File: src/sv/assert_macros.svh
// Assertion macros shared by the RTL of the graph traversal block.
// Define NO_ASSERTIONS to compile the checks out.
`ifndef ASSERT_MACROS_SVH
`define ASSERT_MACROS_SVH
`ifndef NO_ASSERTIONS
`define GTU_ASSERT(lbl, clk, rst, prop) \
  lbl: assert property (@(posedge clk) disable iff (rst) prop) \
    else $error("assertion failed");
`define GTU_ASSERT_IMP(lbl, clk, rst, cond, prop) \
  lbl: assert property (@(posedge clk) disable iff (rst) (cond) |-> (prop)) \
    else $error("assertion failed");
`else
`define GTU_ASSERT(lbl, clk, rst, prop)
`define GTU_ASSERT_IMP(lbl, clk, rst, cond, prop)
`endif
`endif

File: src/sv/gtu_pkg.sv
// Shared constants and codes of the graph traversal block.
// No dependencies.
package gtu_pkg;
  localparam int VERTICES_DEF   = 16;
  localparam int MAX_DEGREE_DEF = 16;
  localparam int MAXV           = 16;
  localparam int VW_FIELD       = 4;
  localparam int VCOUNT_W       = 5;
  localparam int CFG_IDX_W      = 2;

  localparam logic [1:0] CMD_CLEAR    = 2'd0;
  localparam logic [1:0] CMD_ADD_EDGE = 2'd1;
  localparam logic [1:0] CMD_TRAVERSE = 2'd2;

  localparam logic [1:0] STATUS_OK    = 2'd0;
  localparam logic [1:0] STATUS_RANGE = 2'd1;
  localparam logic [1:0] STATUS_FULL  = 2'd2;

  localparam logic [CFG_IDX_W-1:0] REG_ORDER  = 2'd0;
  localparam logic [CFG_IDX_W-1:0] REG_VCOUNT = 2'd1;
endpackage

File: src/sv/gtu_req_if.sv
// Input channel of the graph traversal block.
// Depends on gtu_pkg.
interface gtu_req_if;
  logic                         valid;
  logic                         ready;
  logic [1:0]                   command;
  logic [gtu_pkg::VW_FIELD-1:0] source_vertex;
  logic [gtu_pkg::VW_FIELD-1:0] target_vertex;
  logic [gtu_pkg::VW_FIELD-1:0] start_vertex;
  modport source (output valid, command, source_vertex, target_vertex, start_vertex,
                  input ready);
  modport sink (input valid, command, source_vertex, target_vertex, start_vertex,
                output ready);
endinterface

File: src/sv/gtu_rsp_if.sv
// Result channel of the graph traversal block.
// Depends on gtu_pkg.
interface gtu_rsp_if;
  logic                         valid;
  logic                         ready;
  logic [gtu_pkg::VW_FIELD-1:0] vertex;
  logic                         last;
  logic [1:0]                   status;
  modport source (output valid, vertex, last, status, input ready);
  modport sink (input valid, vertex, last, status, output ready);
endinterface

File: src/sv/gtu_cfg_if.sv
// Register write channel of the graph traversal block.
// Depends on gtu_pkg.
interface gtu_cfg_if;
  logic                          valid;
  logic                          ready;
  logic [gtu_pkg::CFG_IDX_W-1:0] index;
  logic [gtu_pkg::VCOUNT_W-1:0]  data;
  modport source (output valid, index, data, input ready);
  modport sink (input valid, index, data, output ready);
endinterface

File: src/sv/graph_traversal_bfs_dfs_unit.sv
// Graph traversal unit: per-vertex neighbor lists in a synchronous RAM, walked breadth-first
// or depth-first from a start vertex, emitting each reachable vertex once with the last flagged.
// A traversal is bounded by the neighbor RAM port: breadth-first reads one neighbor per cycle
// while scanning a vertex, and depth-first reads a neighbor in ST_DFS_TOP, checks it in
// ST_DFS_CHK and pops the stack in ST_DFS_TOP.
// Depends on gtu_pkg, the channel interfaces and assert_macros.svh.
`include "assert_macros.svh"
module graph_traversal_bfs_dfs_unit #(
  parameter int VERTICES   = gtu_pkg::VERTICES_DEF,
  parameter int MAX_DEGREE = gtu_pkg::MAX_DEGREE_DEF
) (
  input  logic       clk,
  input  logic       rst,
  gtu_cfg_if.sink    cfg,
  gtu_req_if.sink    req,
  gtu_rsp_if.source  rsp
);
  import gtu_pkg::*;

  localparam int NV    = (VERTICES < MAXV) ? VERTICES : MAXV;
  localparam int VW    = $clog2(NV);
  localparam int CW    = $clog2(MAX_DEGREE + 1);
  localparam int AW    = $clog2(NV * MAX_DEGREE);
  localparam int SW    = $clog2(MAXV);
  localparam int TW    = SW + 1;

  typedef enum logic [5:0] {
    ST_IDLE     = 6'b000001,
    ST_BFS_POP  = 6'b000010,
    ST_BFS_SCAN = 6'b000100,
    ST_DFS_TOP  = 6'b001000,
    ST_DFS_CHK  = 6'b010000,
    ST_FINISH   = 6'b100000
  } state_t;

  state_t                state;
  logic                  traversal_order;
  logic [VCOUNT_W-1:0]   vertex_count;
  logic [CW-1:0]         nbr_count [NV];
  logic                  visited [NV];
  logic [VW_FIELD-1:0]   work_list [MAXV];
  logic [CW-1:0]         level_cursor [MAXV];
  logic [TW-1:0]         list_head;
  logic [TW-1:0]         list_tail;
  logic [VW_FIELD-1:0]   cur_vertex;
  logic [CW-1:0]         cur_degree;
  logic [CW-1:0]         scan_idx;
  logic                  rd_pend;
  logic [VW_FIELD-1:0]   nbr_ram [NV*MAX_DEGREE];
  logic [VW_FIELD-1:0]   ram_q;
  logic                  pend_valid;
  logic [VW_FIELD-1:0]   pend_vertex;
  logic [1:0]            pend_status;
  logic                  out_valid;
  logic [VW_FIELD-1:0]   out_vertex;
  logic                  out_last;
  logic [1:0]            out_status;

  logic [VCOUNT_W-1:0]   n_act;
  logic                  can_emit;
  logic                  emit_ok;
  logic                  emit_req;
  logic                  accept;
  logic                  ram_re;
  logic [AW-1:0]         ram_raddr;
  logic                  scan_issue;
  logic [SW-1:0]         top_lvl;
  logic [VW_FIELD-1:0]   top_vertex;
  logic [CW-1:0]         top_cursor;
  logic                  top_more;
  logic                  w_take;
  logic                  src_ok;
  logic                  dst_ok;
  logic                  start_ok;

  assign n_act    = (vertex_count > VCOUNT_W'(NV)) ? VCOUNT_W'(NV) : vertex_count;
  assign can_emit = !out_valid || rsp.ready;
  assign emit_ok  = !pend_valid || can_emit;
  assign accept   = req.valid && req.ready;
  assign req.ready = (state == ST_IDLE);
  assign cfg.ready = 1'b1;
  assign rsp.valid  = out_valid;
  assign rsp.vertex = out_vertex;
  assign rsp.last   = out_last;
  assign rsp.status = out_status;

  assign src_ok   = {1'b0, req.source_vertex} < n_act;
  assign dst_ok   = {1'b0, req.target_vertex} < n_act;
  assign start_ok = {1'b0, req.start_vertex} < n_act;

  assign scan_issue = scan_idx < cur_degree;
  assign top_lvl    = SW'(list_tail - TW'(1));
  assign top_vertex = work_list[top_lvl];
  assign top_cursor = level_cursor[top_lvl];
  assign top_more   = (list_tail != '0) && (top_cursor < nbr_count[top_vertex[VW-1:0]]);
  assign w_take     = ({1'b0, ram_q} < n_act) && !visited[ram_q[VW-1:0]]
                      && !list_tail[SW];

  always_comb begin
    ram_re    = 1'b0;
    ram_raddr = '0;
    emit_req  = 1'b0;
    unique case (state)
      ST_BFS_POP: begin
        emit_req = (list_head < list_tail);
      end
      ST_BFS_SCAN: begin
        ram_re    = scan_issue;
        ram_raddr = AW'(cur_vertex[VW-1:0]) * AW'(MAX_DEGREE) + AW'(scan_idx);
      end
      ST_DFS_TOP: begin
        ram_re    = top_more;
        ram_raddr = AW'(top_vertex[VW-1:0]) * AW'(MAX_DEGREE) + AW'(top_cursor);
      end
      ST_DFS_CHK: begin
        emit_req = w_take;
      end
      default: begin
      end
    endcase
  end

  always_ff @(posedge clk) begin
    if (accept && req.command == CMD_ADD_EDGE && src_ok && dst_ok &&
        nbr_count[req.source_vertex[VW-1:0]] < CW'(MAX_DEGREE)) begin
      nbr_ram[AW'(req.source_vertex[VW-1:0]) * AW'(MAX_DEGREE) +
              AW'(nbr_count[req.source_vertex[VW-1:0]])] <= req.target_vertex;
    end
    if (ram_re) begin
      ram_q <= nbr_ram[ram_raddr];
    end
  end

  always_ff @(posedge clk) begin
    if (rst) begin
      traversal_order <= 1'b0;
      vertex_count    <= VCOUNT_W'(16);
    end else if (cfg.valid && cfg.ready) begin
      if (cfg.index == REG_ORDER) begin
        traversal_order <= cfg.data[0];
      end else if (cfg.index == REG_VCOUNT) begin
        vertex_count <= cfg.data;
      end
    end
  end

  always_ff @(posedge clk) begin
    if (rst) begin
      out_valid <= 1'b0;
    end else if (state == ST_FINISH && can_emit) begin
      out_valid <= 1'b1;
    end else if (emit_req && emit_ok && pend_valid) begin
      out_valid <= 1'b1;
    end else if (rsp.ready) begin
      out_valid <= 1'b0;
    end
    if (state == ST_FINISH && can_emit) begin
      out_vertex <= pend_vertex;
      out_status <= pend_status;
      out_last   <= 1'b1;
    end else if (emit_req && emit_ok && pend_valid) begin
      out_vertex <= pend_vertex;
      out_status <= pend_status;
      out_last   <= 1'b0;
    end
  end

  always_ff @(posedge clk) begin
    if (rst) begin
      state      <= ST_IDLE;
      pend_valid <= 1'b0;
      rd_pend    <= 1'b0;
      list_head  <= '0;
      list_tail  <= '0;
      for (int k = 0; k < NV; k++) begin
        nbr_count[k] <= '0;
        visited[k]   <= 1'b0;
      end
    end else begin
      unique case (state)
        ST_IDLE: begin
          if (accept) begin
            priority if (req.command == CMD_CLEAR) begin
              for (int k = 0; k < NV; k++) begin
                nbr_count[k] <= '0;
              end
              pend_vertex <= '0;
              pend_status <= STATUS_OK;
              pend_valid  <= 1'b1;
              state       <= ST_FINISH;
            end else if (req.command == CMD_ADD_EDGE) begin
              pend_vertex <= '0;
              pend_valid  <= 1'b1;
              state       <= ST_FINISH;
              if (!src_ok || !dst_ok) begin
                pend_status <= STATUS_RANGE;
              end else if (nbr_count[req.source_vertex[VW-1:0]] >= CW'(MAX_DEGREE)) begin
                pend_status <= STATUS_FULL;
              end else begin
                pend_status <= STATUS_OK;
                nbr_count[req.source_vertex[VW-1:0]] <=
                  nbr_count[req.source_vertex[VW-1:0]] + CW'(1);
              end
            end else if (req.command == CMD_TRAVERSE) begin
              if (!start_ok) begin
                pend_vertex <= '0;
                pend_status <= STATUS_RANGE;
                pend_valid  <= 1'b1;
                state       <= ST_FINISH;
              end else begin
                for (int k = 0; k < NV; k++) begin
                  visited[k] <= (k == int'(req.start_vertex));
                end
                work_list[0] <= req.start_vertex;
                list_tail    <= TW'(1);
                if (traversal_order) begin
                  level_cursor[0] <= '0;
                  pend_vertex     <= req.start_vertex;
                  pend_status     <= STATUS_OK;
                  pend_valid      <= 1'b1;
                  state           <= ST_DFS_TOP;
                end else begin
                  list_head <= '0;
                  state     <= ST_BFS_POP;
                end
              end
            end else begin
              state <= ST_IDLE;
            end
          end
        end
        ST_BFS_POP: begin
          if (!emit_req) begin
            state <= ST_FINISH;
          end else if (emit_ok) begin
            cur_vertex  <= work_list[list_head[SW-1:0]];
            cur_degree  <= nbr_count[work_list[list_head[SW-1:0]][VW-1:0]];
            scan_idx    <= '0;
            rd_pend     <= 1'b0;
            list_head   <= list_head + TW'(1);
            pend_vertex <= work_list[list_head[SW-1:0]];
            pend_status <= STATUS_OK;
            pend_valid  <= 1'b1;
            state       <= ST_BFS_SCAN;
          end
        end
        ST_BFS_SCAN: begin
          if (scan_issue) begin
            scan_idx <= scan_idx + CW'(1);
          end
          rd_pend <= scan_issue;
          if (rd_pend && w_take) begin
            visited[ram_q[VW-1:0]]       <= 1'b1;
            work_list[list_tail[SW-1:0]] <= ram_q;
            list_tail                    <= list_tail + TW'(1);
          end
          if (!scan_issue && !rd_pend) begin
            state <= ST_BFS_POP;
          end
        end
        ST_DFS_TOP: begin
          if (list_tail == '0) begin
            state <= ST_FINISH;
          end else if (top_more) begin
            level_cursor[top_lvl] <= top_cursor + CW'(1);
            state                 <= ST_DFS_CHK;
          end else begin
            list_tail <= list_tail - TW'(1);
          end
        end
        ST_DFS_CHK: begin
          if (!w_take) begin
            state <= ST_DFS_TOP;
          end else if (emit_ok) begin
            visited[ram_q[VW-1:0]]          <= 1'b1;
            work_list[list_tail[SW-1:0]]    <= ram_q;
            level_cursor[list_tail[SW-1:0]] <= '0;
            list_tail                       <= list_tail + TW'(1);
            pend_vertex                     <= ram_q;
            pend_status                     <= STATUS_OK;
            pend_valid                      <= 1'b1;
            state                           <= ST_DFS_TOP;
          end
        end
        ST_FINISH: begin
          if (can_emit) begin
            pend_valid <= 1'b0;
            state      <= ST_IDLE;
          end
        end
        default: begin
          state <= ST_IDLE;
        end
      endcase
    end
  end

  `GTU_ASSERT_IMP(a_finish_has_word, clk, rst, state == ST_FINISH, pend_valid)
  `GTU_ASSERT_IMP(a_idle_no_word, clk, rst, state == ST_IDLE, !pend_valid)
  `GTU_ASSERT(a_tail_bound, clk, rst, list_tail <= TW'(MAXV))
  `GTU_ASSERT_IMP(a_head_le_tail, clk, rst,
                  state == ST_BFS_POP || state == ST_BFS_SCAN, list_head <= list_tail)
endmodule

File: src/flat_wrapper.sv
// flat-port wrapper written by rule: the top's interface ports become plain ports
module graph_traversal_bfs_dfs_unit_flat import gtu_pkg::*;
#(
  parameter int VERTICES   = gtu_pkg::VERTICES_DEF,
  parameter int MAX_DEGREE = gtu_pkg::MAX_DEGREE_DEF
)
  (clk, rst, cfg_valid, cfg_index, cfg_data, cfg_ready, req_valid, req_command, req_source_vertex, req_target_vertex, req_start_vertex, req_ready, rsp_valid, rsp_vertex, rsp_last, rsp_status, rsp_ready);
  gtu_cfg_if cfg_i ();
  gtu_req_if req_i ();
  gtu_rsp_if rsp_i ();
  input  logic clk;
  input  logic rst;
  input wire logic [$bits(cfg_i.valid)-1:0] cfg_valid;
  input wire logic [$bits(cfg_i.index)-1:0] cfg_index;
  input wire logic [$bits(cfg_i.data)-1:0] cfg_data;
  output wire logic [$bits(cfg_i.ready)-1:0] cfg_ready;
  input wire logic [$bits(req_i.valid)-1:0] req_valid;
  input wire logic [$bits(req_i.command)-1:0] req_command;
  input wire logic [$bits(req_i.source_vertex)-1:0] req_source_vertex;
  input wire logic [$bits(req_i.target_vertex)-1:0] req_target_vertex;
  input wire logic [$bits(req_i.start_vertex)-1:0] req_start_vertex;
  output wire logic [$bits(req_i.ready)-1:0] req_ready;
  output wire logic [$bits(rsp_i.valid)-1:0] rsp_valid;
  output wire logic [$bits(rsp_i.vertex)-1:0] rsp_vertex;
  output wire logic [$bits(rsp_i.last)-1:0] rsp_last;
  output wire logic [$bits(rsp_i.status)-1:0] rsp_status;
  input wire logic [$bits(rsp_i.ready)-1:0] rsp_ready;
  assign cfg_i.valid = cfg_valid;
  assign cfg_i.index = cfg_index;
  assign cfg_i.data = cfg_data;
  assign cfg_ready = cfg_i.ready;
  assign req_i.valid = req_valid;
  assign req_i.command = req_command;
  assign req_i.source_vertex = req_source_vertex;
  assign req_i.target_vertex = req_target_vertex;
  assign req_i.start_vertex = req_start_vertex;
  assign req_ready = req_i.ready;
  assign rsp_valid = rsp_i.valid;
  assign rsp_vertex = rsp_i.vertex;
  assign rsp_last = rsp_i.last;
  assign rsp_status = rsp_i.status;
  assign rsp_i.ready = rsp_ready;
  graph_traversal_bfs_dfs_unit #(.VERTICES(VERTICES), .MAX_DEGREE(MAX_DEGREE)) u_core (.clk(clk), .rst(rst), .cfg(cfg_i), .req(req_i), .rsp(rsp_i));
endmodule
File: config.mk
export PLATFORM = sky130hd
export DESIGN_NAME = graph_traversal_bfs_dfs_unit_flat
export DESIGN_NICKNAME = d
export VERILOG_FILES = /design/src/sv/gtu_pkg.sv /design/src/sv/gtu_req_if.sv /design/src/sv/gtu_rsp_if.sv /design/src/sv/gtu_cfg_if.sv /design/src/sv/graph_traversal_bfs_dfs_unit.sv /design/src/flat_wrapper.sv
export VERILOG_INCLUDE_DIRS = /design/src /design/src/sv
export SDC_FILE = /design/constraint.sdc
export NUM_CORES = 2
export LEC_CHECK = 0
export CORE_MARGIN = 2
export CORE_UTILIZATION = 30
export DETAILED_ROUTE_END_ITERATION = 8
export DONT_BUFFER_PORTS = 1
export PLACE_DENSITY_LB_ADDON = 0.3
export SYNTH_ARGS = -nofsm -noshare
export SYNTH_HDL_FRONTEND = slang
export SYNTH_SLANG_ARGS = --single-unit
File: constraint.sdc
create_clock -name clk -period 11.51 [get_ports clk]
set_input_delay 1.7265 -clock clk [delete_from_list [all_inputs] [get_ports clk]]
set_output_delay 1.7265 -clock clk [all_outputs]
set_load 0.02 [all_outputs]
==> impl_metrics.py <==
metrics = {
    "outcome": {
        "status": "finished clean",
    },
    "global_route": {
        "first_global_vias": 35400,
        "grt_start_max_net_pins": 258,
        "grt_usage": 0.1642,
        "grt_first_pass_wirelength_um": 242300,
        "antenna_found_initial": 1,
        "gr-total-overflow": 0,
    },
    "synth": {
        "ys.flop_type": "edfxtp_1",
        "synth.ff_latch_count": 1324,
        "synth.area.mux_share": 0.07995,
        "synth_cells": 4290,
        "synth-seq-area-share": 0.6818,
        "ys_types": 84,
        "synth-xor-area-share": 0.002714,
        "synth_edf_count": 1278,
        "synthAdderAreaFrac": 0.009335,
        "synth_area_sq_mm": 0.05764,
        "synthArstFlopShare": 0,
        "yosys_warnings": 0,
        "synth-simple-area-share": 0.1218,
        "syn_nets": 4359,
        "synth_compound_area_frac": 0.07424,
        "avgSynthCellArea_sq_um": 13.43,
        "synth_top_family_by_area": "simple AND/OR/NAND/NOR gates",
    },
    "detailed_routing": {
        "wl_per_cell_um": 24.06,
        "routed_via_density": 5.275,
        "ant_nets": 0,
        "wl_um": 164200,
        "drcViolationCount": 0,
        "drt_iter0_drc": 3744,
        "vias": 36000,
        "drtPass1Iterations": 8,
    },
    "hold_path": {
        "hold-path-cell-count": 0,
        "min_from": "u_core.pend_vertex[0]",
        "hold_class": "reg2reg",
        "min_to": "u_core.rsp.vertex[0]",
    },
    "setup_path": {
        "cp_max_fo": 61,
        "rr_startpoint": "u_core.list_tail[0]",
        "startpoint_type": "flop",
        "cp_data_required_time_ns": 12.02,
        "worst-setup-path-type": "reg2reg",
        "reg2reg_depth": 15,
        "crit_arrival_ns": 8.51,
        "reg2reg_to": "u_core.ram_q[0]",
        "crit_slowest_cell": "nor4_1",
        "reg2reg_slack_ns": 3.51,
        "endpoint_kind": "flop",
        "critPathMaxStageDelay_ns": 0.97,
        "worstPathCellList": "inv_1 > ha_1 > buf_4 > mux4_2 > mux2_2 > a22oi_2 > buf_4 > o21a_4 > buf_4 > mux2i_1 > a221oi_1 > nor4_1 > o21ai_0 > nor4_1 > nor4_1",
    },
    "clock_network": {
        "clock_path_buffers": 3,
        "clk_pin_slew_ns": 0.06,
        "cts_tree": "yes",
        "post_cts_buffers": 0,
        "numCtsBuffers": 138,
        "cts_sinks": 1324,
        "cts_hold_buf": 0,
        "cts_resized": 0,
        "htreeDepth": 4,
        "clock_latency_ns": 0.80,
        "root_buffer": "clkbuf_16",
    },
    "placement": {
        "dp.cells": 6572,
        "placed_cell_area_sq_mm": 0.05997,
        "port_buffers": 0,
        "gp_congestion": 0.8389,
        "dpl.hpwl_um": 96410,
    },
    "finish": {
        "postLayoutCellArea_sq_mm": 0.06457,
        "drive_gt1_frac": 0.1118,
        "final_common_cell": "edfxtp_1",
        "diodes": 0,
        "stdcell_count": 6824,
        "area_delta_synth_final_pct": 12.04,
        "layout_common_cells": "edfxtp_1 (1278), nand2_1 (710), nor2_1 (421)",
        "nNetsFinal": 4271,
        "fin_util": 0.3388,
    },
    "die": {
        "core_area_sq_mm": 0.1906,
        "die_x_um": 442.3,
        "initial_core_util": 0.3024,
        "die_h_um": 442.3,
        "fp.dieArea_sq_mm": 0.1956,
        "num_rows": 160,
        "num_io_pins": 36,
    },
    "timing": {
        "finalSetupTns_ns": 0,
        "finalHoldViolCount": 0,
        "fin_crit_ns": 7.998,
        "whs_ns": 0.4144,
        "rsz0062_at_grt": "false",
        "skew_ns": 0.04540,
        "max_slew.worst_pin.slew_ns": 1.256,
        "finalCritPeriodShare": 0.6949,
        "setup_viol_count_final": 0,
        "fmax_mhz": 125.0,
        "slew_violations": 0,
        "slew_headroom": 0.1607,
    },
    "pwr": {
        "p_leak_nw": 20.85,
        "vdd_ir_drop_max_uv": 175.5,
        "powerDensity_mw_per_mm2": 178.3,
    },
    "run": {
        "max-cap-violations": 0,
    },
}
[flip-flops by register name, indices dropped and copies added (netlist names), 2 cells and up, named ones only]
register and cells:
u_core.cur_degree 5, u_core.cur_vertex 4, u_core.level_cursor 80, u_core.list_head 5, u_core.list_tail 5, u_core.nbr_count 80, u_core.nbr_ram 1024, u_core.pend_status 2
u_core.pend_vertex 4, u_core.ram_q 4, u_core.rsp.status 2, u_core.rsp.vertex 4, u_core.scan_idx 5, u_core.state 6, u_core.vertex_count 5, u_core.visited 16
u_core.work_list 64
[metrics by stage]
| stage | setup WS, ns | total power [W] |
|---|---|---|
| floorplan | 5.476 | 0.006633 |
| global placement | 3.665 | 0.007014 |
| detailed placement | 3.582 | 0.007022 |
| CTS | 3.568 | 0.01158 |
| global route | 3.151 | 0.01189 |
| finish | 3.512 | 0.01151 |
[worst max-delay path by stage]
stage | from | endpoint | slack (ns) | cells after the start
after floorplan | u_core.list_tail[0] | u_core.level_cursor[0][0] | 5.48 | 28
after global placement | u_core.list_tail[0] | u_core.ram_q[1] | 3.67 | 15
after CTS | u_core.list_tail[0] | u_core.ram_q[0] | 3.57 | 15
after detailed placement | u_core.list_tail[0] | u_core.ram_q[0] | 3.58 | 15
after global routing | u_core.list_tail[0] | u_core.ram_q[1] | 3.15 | 15
final | u_core.list_tail[0] | u_core.ram_q[0] | 3.51 | 15
[worst max-delay path, delay by kind of cell, from the launching register on]
family | cells | cell delay (ns)
AND/OR/NAND/NOR | 3 | 1.96
AO/OA/AOI/OAI | 4 | 1.25
multiplexers | 3 | 0.91
adder cells (fa/ha/maj) | 1 | 0.90
flip-flops | 1 | 0.83
buffers and inverters | 4 | 1.78
[power breakdown]
group          leakage [nW]  internal, W  switching [W]
Sequential             11.8      0.00533      0.0000683
Clock                  2.23      0.00265        0.00193
Combinational          6.79     0.000572       0.000966
Total                  20.8      0.00855        0.00296
[per-layer routing]
layer	track usage	vias up	share of wire
li1	-	16100	-
met1	0.2221	18450	0.43
met2	0.2670	1193	0.48
met3	0.02871	254	0.060
met4	0.05371	0	0.029
met5	0	-	0
[synth_stat cells (all sizes together) (18+ instances only)]
cell    count  area share
buf       188       0.019
a21oi     189       0.016
ha         43      0.0093
dfxtp      46       0.016
mux2       43      0.0084
o211ai     63      0.0082
mux2i     148       0.026
edfxtp   1278        0.67
nand2     712       0.047
nor2b      26      0.0028
a221oi    114       0.019
and2       18      0.0020
nor3       24      0.0021
a21o       18      0.0023
o21ai      58      0.0052
clkbuf    112      0.0073
mux4      116       0.046
nor4       42      0.0046
a41oi      27      0.0041
nor2      423       0.028
a31oi      28      0.0030
inv        52      0.0034
nand3     336       0.029
[logic make-up after synthesis]
group / Yosys count
adder cells (fa/ha/maj): 43
AO/OA/AOI/OAI: 605
XOR/XNOR: 17
multiplexers: 307
flip-flops: 1324
buffers and inverters: 354
other: 1
AND/OR/NAND/NOR: 1639
[layout make-up]
cell class | count | area, sq um
Sequential cell | 1324 | 39300
Fill cell | 18510 | 126000
Clock inverter | 83 | 1001
Tap cell | 2511 | 3142
Clock buffer | 168 | 3587
Multi-Input combinational cell | 2612 | 16750
Inverter | 54 | 202.7
Timing Repair Buffer | 72 | 590.6
Note: power is estimated with default switching activity, not from simulation.
